==> src/rtl/u8d_pkg.sv <==
// u8d_pkg: shared types, status codes and constants for the utf-8 byte stream decoder
// no dependencies; imported by the interfaces and all decoder modules

package u8d_pkg;

  // longest character accepted, in bytes (range 2 to 4)
  localparam int MAX_BYTES = 4;

  localparam int BYTE_W   = 8;
  localparam int CP_W     = 21;
  localparam int STATUS_W = 3;
  localparam int COUNT_W  = 2;

  // continuation bytes allowed after a lead
  localparam logic [COUNT_W-1:0] CONT_CAP = COUNT_W'(MAX_BYTES - 1);
  // lead bit that, when set with the whole run above it, marks an over-long lead
  localparam int TOO_LONG_BIT = 7 - MAX_BYTES;

  // bit positions of the lead and sub-lead marks in a byte
  localparam int TOP_BIT = 7;
  localparam int SUB_BIT = 6;

  localparam logic [STATUS_W-1:0] ST_OK         = 3'd0;
  localparam logic [STATUS_W-1:0] ST_STRAY_CONT = 3'd1;
  localparam logic [STATUS_W-1:0] ST_BAD_CONT   = 3'd2;
  localparam logic [STATUS_W-1:0] ST_TOO_LONG   = 3'd3;
  localparam logic [STATUS_W-1:0] ST_TRUNCATED  = 3'd4;
  localparam logic [STATUS_W-1:0] ST_READ_END   = 3'd5;

  typedef struct packed {
    logic [CP_W-1:0]    accumulator;
    logic [COUNT_W-1:0] bytes_left;
    logic [COUNT_W-1:0] bytes_taken;
    logic               too_long_lead;
  } u8d_state_t;

  typedef struct packed {
    logic [CP_W-1:0]     code_point;
    logic [STATUS_W-1:0] status;
  } u8d_result_t;

  // code point mask for a character with the given number of continuation bytes
  function automatic logic [CP_W-1:0] cp_mask(input logic [COUNT_W-1:0] taken);
    logic [CP_W-1:0] m;
    unique case (taken)
      2'd0: m = CP_W'(21'h00003F);
      2'd1: m = CP_W'(21'h0007FF);
      2'd2: m = CP_W'(21'h00FFFF);
      2'd3: m = CP_W'(21'h1FFFFF);
      default: m = '1;
    endcase
    return m;
  endfunction

endpackage

==> src/rtl/u8d_byte_if.sv <==
// u8d_byte_if: valid/ready channel carrying one stream byte or the end mark per beat
// depends on u8d_pkg

interface u8d_byte_if
  import u8d_pkg::*;
();
  logic              valid;
  logic              ready;
  logic [BYTE_W-1:0] byte_value;
  logic              end_mark;

  modport source (output valid, output byte_value, output end_mark, input ready);
  modport sink   (input valid, input byte_value, input end_mark, output ready);
endinterface

==> src/rtl/u8d_char_if.sv <==
// u8d_char_if: valid/ready channel carrying one decoded code point and status per beat
// depends on u8d_pkg

interface u8d_char_if
  import u8d_pkg::*;
();
  logic                valid;
  logic                ready;
  logic [CP_W-1:0]     code_point;
  logic [STATUS_W-1:0] status;

  modport source (output valid, output code_point, output status, input ready);
  modport sink   (input valid, input code_point, input status, output ready);
endinterface

==> src/rtl/utf8_byte_stream_decoder_core.sv <==
// utf8_byte_stream_decoder_core: top level of the utf-8 byte stream decoder
// depends on u8d_pkg, u8d_byte_if, u8d_char_if, u8d_decode and u8d_out_buf

// Decodes a utf-8 byte stream, one byte per beat on bytes, into code points on
// chars. An ascii byte yields its code point; a lead byte opens a character and
// yields nothing; each continuation byte adds six bits and the last one yields
// the code point, masked to 5*k+6 bits for k continuation bytes. A beat with
// end_mark set carries no byte and yields status truncated inside a character,
// or read-at-end when idle. Errors (stray continuation, bad continuation, a
// lead announcing more than MAX_BYTES bytes, flagged on its last byte) give
// code point zero and return the decoder to idle; overlong forms pass through.
// Throughput is one byte per cycle: the decoder state is updated once per byte, and
// a result appears on chars the cycle after its byte is taken when the result
// register is free, otherwise it waits in the skid entry until the held result is
// taken. A result register plus one skid entry keep bytes flowing while one result
// waits; bytes stall only once both are full.

module utf8_byte_stream_decoder_core
  import u8d_pkg::*;
(
  input  logic        clk,
  input  logic        rst,
  u8d_byte_if.sink    bytes,
  u8d_char_if.source  chars
);

  logic        take;       // byte beat accepted
  logic        res_valid;  // accepted beat yields a result
  logic        space;      // room in the output buffer
  logic        skid_valid;
  u8d_result_t res;
  u8d_result_t out_data;
  u8d_state_t  state;

  assign bytes.ready = space;
  assign take        = bytes.valid && space;

  // decoder state and per-byte logic
  u8d_decode u_decode (
    .clk        (clk),
    .rst        (rst),
    .take       (take),
    .byte_value (bytes.byte_value),
    .end_mark   (bytes.end_mark),
    .res_valid  (res_valid),
    .res        (res),
    .state      (state)
  );

  // result register and skid entry
  u8d_out_buf u_out_buf (
    .clk        (clk),
    .rst        (rst),
    .push       (take && res_valid),
    .push_data  (res),
    .space      (space),
    .out_valid  (chars.valid),
    .out_ready  (chars.ready),
    .out_data   (out_data),
    .skid_valid (skid_valid)
  );

  assign chars.code_point = out_data.code_point;
  assign chars.status     = out_data.status;

`ifndef NO_ASSERTIONS
  // the skid entry is only ever filled behind a held result
  a_skid_behind_out : assert property (@(posedge clk) disable iff (rst)
    skid_valid |-> chars.valid)
    else $error("skid entry valid without a result on chars");

  // error results never carry a code point
  a_err_zero_cp : assert property (@(posedge clk) disable iff (rst)
    (chars.valid && (chars.status != ST_OK)) |-> (chars.code_point == '0))
    else $error("error result with non-zero code point");

  // idle decoder holds no partial character
  a_idle_clean : assert property (@(posedge clk) disable iff (rst)
    (state.bytes_left == '0) |-> ((state.bytes_taken == '0) && !state.too_long_lead))
    else $error("idle decoder with stale character state");

  // an end beat always leaves the decoder idle
  a_end_idles : assert property (@(posedge clk) disable iff (rst)
    (take && bytes.end_mark) |=> (state.bytes_left == '0))
    else $error("decoder not idle after end of stream");

  // every accepted end beat produces a result on chars
  a_end_result : assert property (@(posedge clk) disable iff (rst)
    (take && bytes.end_mark) |=> chars.valid)
    else $error("end beat produced no result");
`endif

endmodule

==> src/rtl/u8d_decode.sv <==
// u8d_decode: decoder state register and the single-pass next-state / result logic
// depends on u8d_pkg

module u8d_decode
  import u8d_pkg::*;
(
  input  logic              clk,
  input  logic              rst,
  input  logic              take,
  input  logic [BYTE_W-1:0] byte_value,
  input  logic              end_mark,
  output logic              res_valid,
  output u8d_result_t       res,
  output u8d_state_t        state
);

  u8d_state_t         state_next;
  logic [COUNT_W-1:0] run_len;
  logic               run_on;
  logic [COUNT_W-1:0] left_dec;
  logic [COUNT_W-1:0] taken_inc;
  logic [CP_W-1:0]    acc_shift;
  logic               is_cont;

  assign is_cont   = (byte_value[TOP_BIT] == 1'b1) && (byte_value[SUB_BIT] == 1'b0);
  assign left_dec  = state.bytes_left - COUNT_W'(1);
  assign taken_inc = state.bytes_taken + COUNT_W'(1);
  assign acc_shift = {state.accumulator[CP_W-7:0], byte_value[5:0]};

  // length of the run of set bits below the lead mark, capped
  always_comb begin
    run_len = '0;
    run_on  = 1'b1;
    for (int i = 0; i < MAX_BYTES - 1; i++) begin
      if (run_on && byte_value[SUB_BIT - i]) begin
        run_len = run_len + COUNT_W'(1);
      end else begin
        run_on = 1'b0;
      end
    end
  end

  always_comb begin
    state_next     = state;
    res_valid      = 1'b0;
    res.code_point = '0;
    res.status     = ST_OK;
    if (end_mark) begin
      res_valid = 1'b1;
      if (state.bytes_left != '0) begin
        res.status = ST_TRUNCATED;
        state_next = '0;
      end else begin
        res.status = ST_READ_END;
      end
    end else if (state.bytes_left == '0) begin
      if (!byte_value[TOP_BIT]) begin
        res_valid      = 1'b1;
        res.code_point = CP_W'(byte_value);
      end else if (!byte_value[SUB_BIT]) begin
        res_valid  = 1'b1;
        res.status = ST_STRAY_CONT;
      end else begin
        state_next.accumulator   = CP_W'(byte_value);
        state_next.bytes_left    = run_len;
        state_next.bytes_taken   = '0;
        state_next.too_long_lead = (run_len == CONT_CAP) && byte_value[TOO_LONG_BIT];
      end
    end else if (!is_cont) begin
      res_valid  = 1'b1;
      res.status = ST_BAD_CONT;
      state_next = '0;
    end else if (left_dec == '0) begin
      // last continuation byte closes the character
      res_valid  = 1'b1;
      state_next = '0;
      if (state.too_long_lead) begin
        res.status = ST_TOO_LONG;
      end else begin
        res.code_point = acc_shift & cp_mask(taken_inc);
      end
    end else begin
      state_next.accumulator = acc_shift;
      state_next.bytes_left  = left_dec;
      state_next.bytes_taken = taken_inc;
    end
  end

  always_ff @(posedge clk) begin
    if (rst) begin
      state <= '0;
    end else if (take) begin
      state <= state_next;
    end
  end

endmodule

==> src/rtl/u8d_out_buf.sv <==
// u8d_out_buf: result register with a skid entry, decoupling the decoder from the sink
// depends on u8d_pkg

module u8d_out_buf
  import u8d_pkg::*;
(
  input  logic        clk,
  input  logic        rst,
  input  logic        push,
  input  u8d_result_t push_data,
  output logic        space,
  output logic        out_valid,
  input  logic        out_ready,
  output u8d_result_t out_data,
  output logic        skid_valid
);

  u8d_result_t skid_data;
  logic        pop;

  assign pop   = out_valid && out_ready;
  assign space = !skid_valid;

  always_ff @(posedge clk) begin
    if (rst) begin
      out_valid  <= 1'b0;
      skid_valid <= 1'b0;
    end else if (skid_valid) begin
      if (pop) begin
        skid_valid <= 1'b0;
      end
    end else if (push) begin
      if (!out_valid || pop) begin
        out_valid <= 1'b1;
      end else begin
        skid_valid <= 1'b1;
      end
    end else if (pop) begin
      out_valid <= 1'b0;
    end
  end

  always_ff @(posedge clk) begin
    if (skid_valid) begin
      if (pop) begin
        out_data <= skid_data;
      end
    end else if (push) begin
      if (!out_valid || pop) begin
        out_data <= push_data;
      end else begin
        skid_data <= push_data;
      end
    end
  end

endmodule
==> src/flat_wrapper.sv <==
// flat-port wrapper written by rule: the top's interface ports become plain ports
module utf8_byte_stream_decoder_core_flat import u8d_pkg::*;
  (clk, rst, bytes_valid, bytes_byte_value, bytes_end_mark, bytes_ready, chars_valid, chars_code_point, chars_status, chars_ready);
  u8d_byte_if bytes_i ();
  u8d_char_if chars_i ();
  input  logic clk;
  input  logic rst;
  input wire logic [$bits(bytes_i.valid)-1:0] bytes_valid;
  input wire logic [$bits(bytes_i.byte_value)-1:0] bytes_byte_value;
  input wire logic [$bits(bytes_i.end_mark)-1:0] bytes_end_mark;
  output wire logic [$bits(bytes_i.ready)-1:0] bytes_ready;
  output wire logic [$bits(chars_i.valid)-1:0] chars_valid;
  output wire logic [$bits(chars_i.code_point)-1:0] chars_code_point;
  output wire logic [$bits(chars_i.status)-1:0] chars_status;
  input wire logic [$bits(chars_i.ready)-1:0] chars_ready;
  assign bytes_i.valid = bytes_valid;
  assign bytes_i.byte_value = bytes_byte_value;
  assign bytes_i.end_mark = bytes_end_mark;
  assign bytes_ready = bytes_i.ready;
  assign chars_valid = chars_i.valid;
  assign chars_code_point = chars_i.code_point;
  assign chars_status = chars_i.status;
  assign chars_i.ready = chars_ready;
  utf8_byte_stream_decoder_core u_core (.clk(clk), .rst(rst), .bytes(bytes_i), .chars(chars_i));
endmodule
==> config.mk <==
export PLATFORM = sky130hd
export DESIGN_NAME = utf8_byte_stream_decoder_core_flat
export DESIGN_NICKNAME = d
export VERILOG_FILES = /design/src/rtl/u8d_pkg.sv /design/src/rtl/u8d_byte_if.sv /design/src/rtl/u8d_char_if.sv /design/src/rtl/utf8_byte_stream_decoder_core.sv /design/src/rtl/u8d_decode.sv /design/src/rtl/u8d_out_buf.sv /design/src/flat_wrapper.sv
export SDC_FILE = /design/constraint.sdc
export NUM_CORES = 1
export LEC_CHECK = 0
export ABC_CLOCK_PERIOD_IN_PS = 3800
export BUFFER_PORTS_ARGS = -buffer_cell sky130_fd_sc_hd__clkbuf_2
export CORE_MARGIN = 10
export CORE_UTILIZATION = 35
export DETAILED_ROUTE_END_ITERATION = 6
export GPL_TIMING_DRIVEN = 0
export MAX_ROUTING_LAYER = met4
export SYNTH_ARGS = -nofsm -noshare
export SYNTH_HDL_FRONTEND = slang
export SYNTH_HIERARCHICAL = 1
export SYNTH_SLANG_ARGS = --single-unit
==> constraint.sdc <==
create_clock -name clk -period 3.8 [get_ports clk]
set_clock_uncertainty 0.1 [all_clocks]
set_input_delay 0.38 -clock clk [delete_from_list [all_inputs] [get_ports clk]]
set_output_delay 0.38 -clock clk [all_outputs]
set_load 0.01 [all_outputs]
==> results.sh, run 1 <==
export IMPL_ant_nets=0
export IMPL_die_x_um=115.5
export IMPL_cts_sinks=70
export IMPL_setup_tns_final_ns=0
export IMPL_num_vias=2143
export IMPL_drc=0
export IMPL_syn_area_um2=3193
export IMPL_status="completed"
export IMPL_max_vdd_ir_drop_mv=0.1404
export IMPL_final_max_slew_viol_count=0
export IMPL_antenna_found_initial=0
export IMPL_area_growth_pct=17.59
export IMPL_fmax_mhz=337.9
export IMPL_grt_pass1_vias=2084
export IMPL_fin_crit_sh_pct=77.87
export IMPL_hold_class="in -> reg"
export IMPL_gp_congestion=0.8212
export IMPL_worstPathArrival_ns=2.82
export IMPL_hpwl_mm=4.819
export IMPL_timing_hold_ws_ns=0.1632
export IMPL_tritoncts="built"
export IMPL_pre_cts_slack_ns=0.8597
export IMPL_hold_viol_final=0
export IMPL_die_h_um=115.5
export IMPL_clock_tree_buffer_depth=2
export IMPL_cts_root_buffer="clkbuf_8"
export IMPL_viasPerCell=5.201
export IMPL_cp_max_fo=24
export IMPL_io_buffers=37
export IMPL_final_min_clock_period_ns=2.959
export IMPL_setup_viol=0
export IMPL_critPathKind="reg -> reg"
export IMPL_grt_usage_pct=10.80
export IMPL_avgSynthCellArea_um2=12.77
export IMPL_grt_max_degree=25
export IMPL_routedWlPerCell_um=16.05
export IMPL_critPathCaptureType="register"
export IMPL_rsz0062_at_grt="false"
export IMPL_start_kind="register"
export IMPL_syn_nets=267
export IMPL_drt_wl_total_mm=6.613
export IMPL_dieArea_um2=13340
export IMPL_slew_headroom_pct=26.53
export IMPL_post_cts_buffers=0
export IMPL_core_um2=8806
export IMPL_grt_overflow_total=0
export IMPL_drt_iter0_drc=190
export IMPL_nFillCells=810
export IMPL_clkTransAtPathRegs_ns=0.07
export IMPL_worstSkewPairLatency_ns=0.34
export IMPL_diodes=0
export IMPL_maxCapViolCount=0
export IMPL_required_ns=3.66
export IMPL_leakagePower_nw=1.337
export IMPL_fin_ws_ns=0.8408
export IMPL_cts_resized_gates=0
export IMPL_rows=34
export IMPL_cts_buffers=9
export IMPL_io_pin_count=39
export IMPL_htree_levels=3
export IMPL_synthCells=250
export IMPL_worst_pin_slew_ns=1.102
export IMPL_start_util_pct=36.26
export IMPL_drive_gt1_share_pct=32.57
export IMPL_grt_pass1_wl_mm=10.95
export IMPL_postCtsHoldBufs=0
export IMPL_drtPass1Iterations=5
export IMPL_power_per_cell_area_nw_per_um2=457.4
export IMPL_ys_warnings_count=6
export IMPL_final_net_count=316
[through the flow]
step	power, mW	area [µm²]	utilization (%)	std cells
finish	1.718	3755	42.64	412
global route	1.788	3755	42.64	412
CTS	1.738	3755	42.64	412
detailed placement	1.064	3532	40.11	396
global placement	1.058	3513	39.90	395
floorplan	0.9977	3193	-	250
[worst paths after layout]
check                            start                        endpoint  slack [ns]  cells after the start
max           u_core/u_decode/state[3]  u_core/u_out_buf/skid_data[18]        0.84                      7
min                        chars_ready     u_core/u_out_buf/skid_valid        0.16                      2
max reg2reg   u_core/u_decode/state[3]  u_core/u_out_buf/skid_data[18]        0.84                      7
min reg2reg  u_core/u_decode/state[16]       u_core/u_decode/state[16]        0.36                      2
[power by group]
part	internal [mW]	leakage, nW	switching, mW
Sequential	0.859	0.615	0.0122
Combinational	0.0729	0.612	0.100
Clock	0.389	0.110	0.284
[layout by cell type, fill, tap and decap left out, types with 4 or more instances in the layout]
cell type and count:
a21oi_1 15, inv_1 9, clkbuf_8 10, nand3_1 23, mux2_2 18, ha_1 4
nor2_1 6, clkbuf_2 38, mux2_4 7, and2_1 17, nor3b_1 8, clkbuf_1 8
buf_2 6, dfxtp_1 22, nand2b_1 5, edfxtp_1 48, o2111ai_1 6
[layer usage]
layer	vias to the layer above	part of all wire [%]	track usage, %
li1	1039	-	-
met1	1042	46	13.58
met5	-	0	-
met4	0	1.3	4.814
met2	57	48	15.87
met3	5	5.2	2.997
[area by class of cell]
class,instances,area [µm²],share of cell area (%)
timing repair buffer,38,200.2,5.332
multi-input combinational,150,1151,30.66
buffer,21,130.1,3.466
sequential,70,1882,50.12
inverter,9,33.78,0.8997
clock inverter,5,81.33,2.166
clock buffer,11,141.4,3.765
tap,108,135.1,3.599
[worst max-delay path, stage by stage, from the launching register on]
cell      delay (ns)
dfxtp_1         0.34
inv_1           0.07
ha_1            0.25
and2_2          0.20
clkbuf_1        0.21
o21ai_0         0.22
and3_1          0.23
and4_1          0.95
[sequential cells by signal, summed over array words and instances (netlist names)]
signal,flops
u_core/u_decode/state,20
u_core/u_out_buf/out_data,24
u_core/u_out_buf/out_valid,1
u_core/u_out_buf/skid_data,24
u_core/u_out_buf/skid_valid,1
(Power assumes the default switching activity.)
==> run 2, diff against run 1 <==
--- a/config.mk
+++ b/config.mk
@@ -5,7 +5,8 @@
 export SDC_FILE = /design/constraint.sdc
 export NUM_CORES = 1
 export LEC_CHECK = 0
-export ABC_CLOCK_PERIOD_IN_PS = 3800
+export ABC_AREA = 1
+export ABC_CLOCK_PERIOD_IN_PS = 2700
 export BUFFER_PORTS_ARGS = -buffer_cell sky130_fd_sc_hd__clkbuf_2
 export CORE_MARGIN = 10
 export CORE_UTILIZATION = 35
==> constraint.sdc (replaced) <==
create_clock -name clk -period 2.7 [get_ports clk]
set_clock_uncertainty 0.1 [all_clocks]
set_input_delay 0.27 -clock clk [delete_from_list [all_inputs] [get_ports clk]]
set_output_delay 0.27 -clock clk [all_outputs]
set_load 0.01 [all_outputs]
==> run 2 against run 1 <==
  * Clock power grew 6.2%
  * Global-route usage up 1.1 points
  * Critical path depth grew 6
  * Combinational power is 59% higher
  * Core utilization down 0.21 points
  * Critical path type unchanged
  * Largest cell class unchanged
  * Largest power group unchanged
  * Highest routed layer unchanged
==> results.sh, run 2 <==
export IMPL_status="completed"
export IMPL_critPathKind="reg -> reg"
export IMPL_setup_tns_final_ns=0
export IMPL_die_h_um=116.4
export IMPL_num_vias=2522
export IMPL_gp_congestion=0.8523
export IMPL_io_pin_count=39
export IMPL_crit_chain="inv_1 -> ha_1 -> inv_2 -> buf_2 -> nand2_2 -> nand3_1 -> inv_1 -> nor2_2 -> inv_1 -> nand2_2 -> inv_1 -> nor2_4 -> buf_12"
export IMPL_worstSkewPairLatency_ns=0.34
export IMPL_grt_pass1_vias=2435
export IMPL_dpl_cell_area_um2=3595
export IMPL_rrSetupSlack_ns=0.18
export IMPL_cpMaxStageDelayCell="dfxtp_1"
export IMPL_die_x_um=116.4
export IMPL_clock_tree_buffer_depth=2
export IMPL_final_cell_mix="nand2_1, edfxtp_1, nor2_1, clkbuf_2, inv_1"
export IMPL_fmax_mhz=397.0
export IMPL_syn_area_um2=3252
export IMPL_critPathCaptureType="register"
export IMPL_comb_power_share_pct=12.4
export IMPL_maxCapViolCount=0
export IMPL_p_clk_share_pct=32.4
export IMPL_ant_nets=0
export IMPL_cpMostUsedCell="inv_1"
export IMPL_p_int_mw=1.638
export IMPL_dieArea_um2=13550
export IMPL_ys_warnings_count=6
export IMPL_grt_met2_usage_pct=17.76
export IMPL_slowest_delay_ns=0.36
export IMPL_diodes=0
export IMPL_stdcell_area_um2=3884
export IMPL_seq_power_share_pct=55.1
export IMPL_tritoncts="built"
export IMPL_layout_commonest_cell="nand2_1"
export IMPL_fin_ws_ns=0.1813
export IMPL_synthCells=361
export IMPL_final_min_clock_period_ns=2.519
export IMPL_setup_viol=0
export IMPL_pre_cts_slack_ns=-0.5549
export IMPL_grt_overflow_total=0
export IMPL_rows=35
export IMPL_final_net_count=435
export IMPL_viasPerCell=4.723
export IMPL_antenna_found_initial=0
export IMPL_hold_viol_final=0
export IMPL_drt_wl_total_mm=7.223
export IMPL_drt_iter0_drc=212
export IMPL_rsz0062_at_grt="false"
export IMPL_grt_usage_pct=11.90
export IMPL_largestRegisters="u_core/u_out_buf/out_data x24, u_core/u_out_buf/skid_data x24, u_core/u_decode/state x20"
export IMPL_drtPass1Iterations=5
export IMPL_hpwl_mm=5.090
export IMPL_p_sw_mw=0.5668
export IMPL_p_sw_share_pct=25.71
export IMPL_post_route_util_pct=42.43
export IMPL_core_um2=9153
export IMPL_drc=0
export IMPL_io_buffers=38
export IMPL_cts_root_buffer="clkbuf_8"
export IMPL_grt_pass1_wl_mm=12.05
export IMPL_max_vdd_ir_drop_mv=0.2044
export IMPL_slew_headroom_pct=60.44
export IMPL_drive_gt1_share_pct=22.70
export IMPL_timing_hold_ws_ns=0.09151
export IMPL_cts_sinks=70
export IMPL_htree_levels=3
export IMPL_worstPathArrival_ns=2.48
export IMPL_clkTransAtPathRegs_ns=0.07
export IMPL_syn_nets=378
export IMPL_grt_max_degree=13
export IMPL_avgSynthCellArea_um2=9.008
export IMPL_start_kind="register"
export IMPL_use_met1_pct=14.38
export IMPL_start_util_pct=35.53
export IMPL_fin_crit_sh_pct=93.29
export IMPL_final_max_slew_viol_count=0
export IMPL_cp_max_fo=10
export IMPL_worst_pin_slew_ns=0.5912
export IMPL_leakagePower_nw=1.595
export IMPL_gr_max_usage_layer="met2"
export IMPL_required_ns=2.66
export IMPL_routedWlPerCell_um=13.53
export IMPL_hold_class="in -> reg"
export IMPL_area_growth_pct=19.43
export IMPL_cts_buffers=9
export IMPL_power_per_cell_area_nw_per_um2=567.8
export IMPL_met3_usage_pct=2.568
==> run 2: routing by layer <==
| layer | vias to the layer above | share of wire [%] |
|---|---|---|
| met4 | 0 | 3.8 |
| met3 | 17 | 6.2 |
| met1 | 1163 | 44 |
| li1 | 1271 | - |
| met5 | - | 0 |
| met2 | 71 | 46 |
==> run 2: worst max-delay path: cells and delay by family (launching register included) <==
family                   cells  cell delay, ns
buffers and inverters        7            0.86
flip-flops                   1            0.36
AND/OR/NAND/NOR              5            0.64
adder cells (fa/ha/maj)      1            0.29
==> run 2: final timing paths <==
kind | end | start | cells past startpoint
hold / removal | u_core/u_out_buf/skid_valid | rst | 4
setup reg to reg | u_core/u_out_buf/out_data[23] | u_core/u_decode/state[3] | 13
setup / recovery | u_core/u_out_buf/out_data[23] | u_core/u_decode/state[3] | 13
hold reg to reg | u_core/u_decode/state[19] | u_core/u_decode/state[19] | 2
==> run 2: timing repair <==
item,CTS,global route
cloned,2,0
pin swaps,4,2
resized for setup,3,1
hold buffers,0,0
setup buffers,4,2
endpoints found under the setup margin,48,36
==> run 2: power by group through the flow <==
| stage | clock network, mW | logic, mW | registers, mW |
|---|---|---|---|
| final | 0.715 | 0.275 | 1.22 |
| after floorplan | 0 | 0.128 | 1.26 |
| after global routing | 0.789 | 0.305 | 1.22 |
| after global placement | 0 | 0.232 | 1.24 |
| after detailed placement | 0 | 0.235 | 1.24 |
| after CTS | 0.726 | 0.267 | 1.22 |
==> run 2: stage by stage <==
| stage | power, mW | cells |
|---|---|---|
| after global placement | 1.472 | 510 |
| after detailed placement | 1.477 | 510 |
| after floorplan | 1.388 | 361 |
| after global routing | 2.314 | 534 |
| after CTS | 2.210 | 532 |
| final | 2.205 | 534 |
==> run 2: final cells by class <==
| cell class | instances | area, µm² |
|---|---|---|
| Buffer | 17 | 148.9 |
| Sequential cell | 70 | 1882 |
| Inverter | 32 | 127.6 |
| Timing Repair Buffer | 44 | 285.3 |
| Multi-Input combinational cell | 244 | 1142 |
| Fill cell | 885 | 5269 |
| Clock buffer | 12 | 135.1 |
| Tap cell | 111 | 138.9 |
| Clock inverter | 4 | 23.77 |
==> run 3, diff against run 2 <==
--- a/config.mk
+++ b/config.mk
@@ -13,6 +13,7 @@
 export DETAILED_ROUTE_END_ITERATION = 6
 export GPL_TIMING_DRIVEN = 0
 export MAX_ROUTING_LAYER = met4
+export RECOVER_POWER = 50
 export SYNTH_ARGS = -nofsm -noshare
 export SYNTH_HDL_FRONTEND = slang
 export SYNTH_HIERARCHICAL = 1
==> run 3 against run 2 <==
  * Die area is the same
  * Hold slack worse by 0.0014 ns
  * Clock power barely moved
  * Critical path depth unchanged
  * Register-to-register slack barely moved
  * Wire length up 1.2%
  * Design area fell by 1.7%
  * Non-clock buffer count did not move
  * Worst setup slack lost 0.0072 ns
  * Sequential share of layout area is 0.83 points higher
  * Clock-buffer cell count unchanged
  * First-iteration DRC count shrank 11%
  * Critical endpoint unchanged
  * Largest cell class unchanged
==> results.sh, run 3 (same netlist as run 2, synthesis figures left out) <==
export IMPL_start_kind="register"
export IMPL_leakagePower_nw=1.496
export IMPL_dpl_cell_area_um2=3595
export IMPL_worstSkewPairLatency_ns=0.34
export IMPL_core_um2=9153
export IMPL_hold_class="in -> reg"
export IMPL_area_growth_pct=17.43
export IMPL_drt_wl_total_mm=7.313
export IMPL_drt_iter0_drc=188
export IMPL_grt_overflow_total=0
export IMPL_cp_max_fo=10
export IMPL_cts_buffers=9
export IMPL_critPathKind="reg -> reg"
export IMPL_worst_pin_slew_ns=0.9218
export IMPL_die_h_um=116.4
export IMPL_grt_max_degree=13
export IMPL_tritoncts="built"
export IMPL_fmax_mhz=395.9
export IMPL_start_util_pct=35.53
export IMPL_postCtsHoldBufs=0
export IMPL_required_ns=2.66
export IMPL_hpwl_mm=5.090
export IMPL_dp_cells=510
export IMPL_largestRegisters="u_core/u_out_buf/out_data x24, u_core/u_out_buf/skid_data x24, u_core/u_decode/state x20"
export IMPL_grt_pass1_wl_mm=12.05
export IMPL_final_cell_mix="nand2_1, edfxtp_1, nor2_1, clkbuf_1, inv_1"
export IMPL_setup_viol=0
export IMPL_power_per_cell_area_nw_per_um2=574.3
export IMPL_antenna_found_initial=0
export IMPL_final_max_slew_viol_count=0
export IMPL_p_total_mw=2.193
export IMPL_cts_root_buffer="clkbuf_8"
export IMPL_final_min_clock_period_ns=2.526
export IMPL_drc=0
export IMPL_io_buffers=38
export IMPL_rows=35
export IMPL_timing_hold_ws_ns=0.09008
export IMPL_status="completed"
export IMPL_htree_levels=3
export IMPL_final_net_count=435
export IMPL_dieArea_um2=13550
export IMPL_stdcell_area_um2=3819
export IMPL_clock_tree_buffer_depth=2
export IMPL_ant_nets=0
export IMPL_layout_commonest_cell="nand2_1"
export IMPL_stdcell_count=534
export IMPL_io_pin_count=39
export IMPL_die_x_um=116.4
export IMPL_grt_pass1_vias=2435
export IMPL_hold_viol_final=0
export IMPL_slew_headroom_pct=38.55
export IMPL_drive_gt1_share_pct=14.89
export IMPL_clkTransAtPathRegs_ns=0.07
export IMPL_cpMaxStageDelayCell="dfxtp_1"
export IMPL_max_vdd_ir_drop_mv=0.2042
export IMPL_worstPathArrival_ns=2.49
export IMPL_viasPerCell=4.766
export IMPL_maxCapViolCount=0
export IMPL_critPathCaptureType="register"
export IMPL_diodes=0
export IMPL_fin_crit_sh_pct=93.55
export IMPL_crit_chain="inv_1 -> ha_1 -> inv_2 -> buf_2 -> nand2_2 -> nand3_1 -> inv_1 -> nor2_2 -> inv_1 -> nand2_2 -> inv_1 -> nor2_4 -> buf_12"
export IMPL_num_vias=2545
export IMPL_cpMostUsedCell="inv_1"
export IMPL_cts_sinks=70
export IMPL_slowest_delay_ns=0.36
export IMPL_drtPass1Iterations=4
export IMPL_routedWlPerCell_um=13.69
export IMPL_rsz0062_at_grt="false"
export IMPL_grt_usage_pct=11.90
export IMPL_gp_congestion=0.8523
==> run 3: worst paths after layout <==
| check | start | to | slack, ns | depth (start not counted) |
|---|---|---|---|---|
| setup reg to reg | u_core/u_decode/state[3] | u_core/u_out_buf/out_data[23] | 0.17 | 13 |
| setup / recovery | u_core/u_decode/state[3] | u_core/u_out_buf/out_data[23] | 0.17 | 13 |
| hold / removal | rst | u_core/u_out_buf/skid_valid | 0.09 | 4 |
| hold reg to reg | u_core/u_decode/state[4] | u_core/u_decode/state[4] | 0.37 | 2 |
==> run 3: report_power, final <==
part	internal (mW)	leakage, nW	switching (mW)
combinational	0.0943	0.764	0.168
sequential	1.20	0.647	0.0149
clock	0.331	0.0841	0.385
==> run 3: critical path, delay by kind of cell, from the launching register on <==
family	cells	cell delay, ns
fa+ha+maj	1	0.29
buf+inv	7	0.85
flops	1	0.36
simple gates	5	0.64
==> run 3: area by class of cell <==
cell class                 count  area (µm²)
fill                         909        5334
sequential                    70        1882
multi-input combinational    244        1126
timing repair buffer          44       252.7
tap                          111       138.9
clock buffer                  12       135.1
buffer                        17       132.6
inverter                      32       127.6
clock inverter                 4       23.77
==> run 3: layer usage <==
metal | up-vias | global-route usage, % | routed length (µm)
li1 | 1272 | - | -
met1 | 1184 | 14.38 | 3151
met2 | 74 | 17.76 | 3420
met3 | 15 | 2.568 | 514
met4 | 0 | 7.506 | 226
met5 | - | - | 0
==> run 3: repair_timing <==
| item | CTS | global route |
|---|---|---|
| gates resized for setup | 3 | 1 |
| pin swaps | 4 | 2 |
| buffers inserted | 4 | 2 |
| gates cloned | 2 | 0 |
| setup endpoints to repair | 48 | 36 |
| hold endpoints to repair | 0 | 0 |
==> run 3: through the flow <==
step	setup WS (ns)	TNS [ns]	utilization [%]
3_5_place_dp	-0.5549	-22.37	39.28
2_1_floorplan	0.08974	0	-
4_1_cts	0.02264	0	41.97
6_report	0.1741	0	41.72
5_1_grt	0.01123	0	41.72
3_3_place_gp	-0.5164	-21.01	39.28
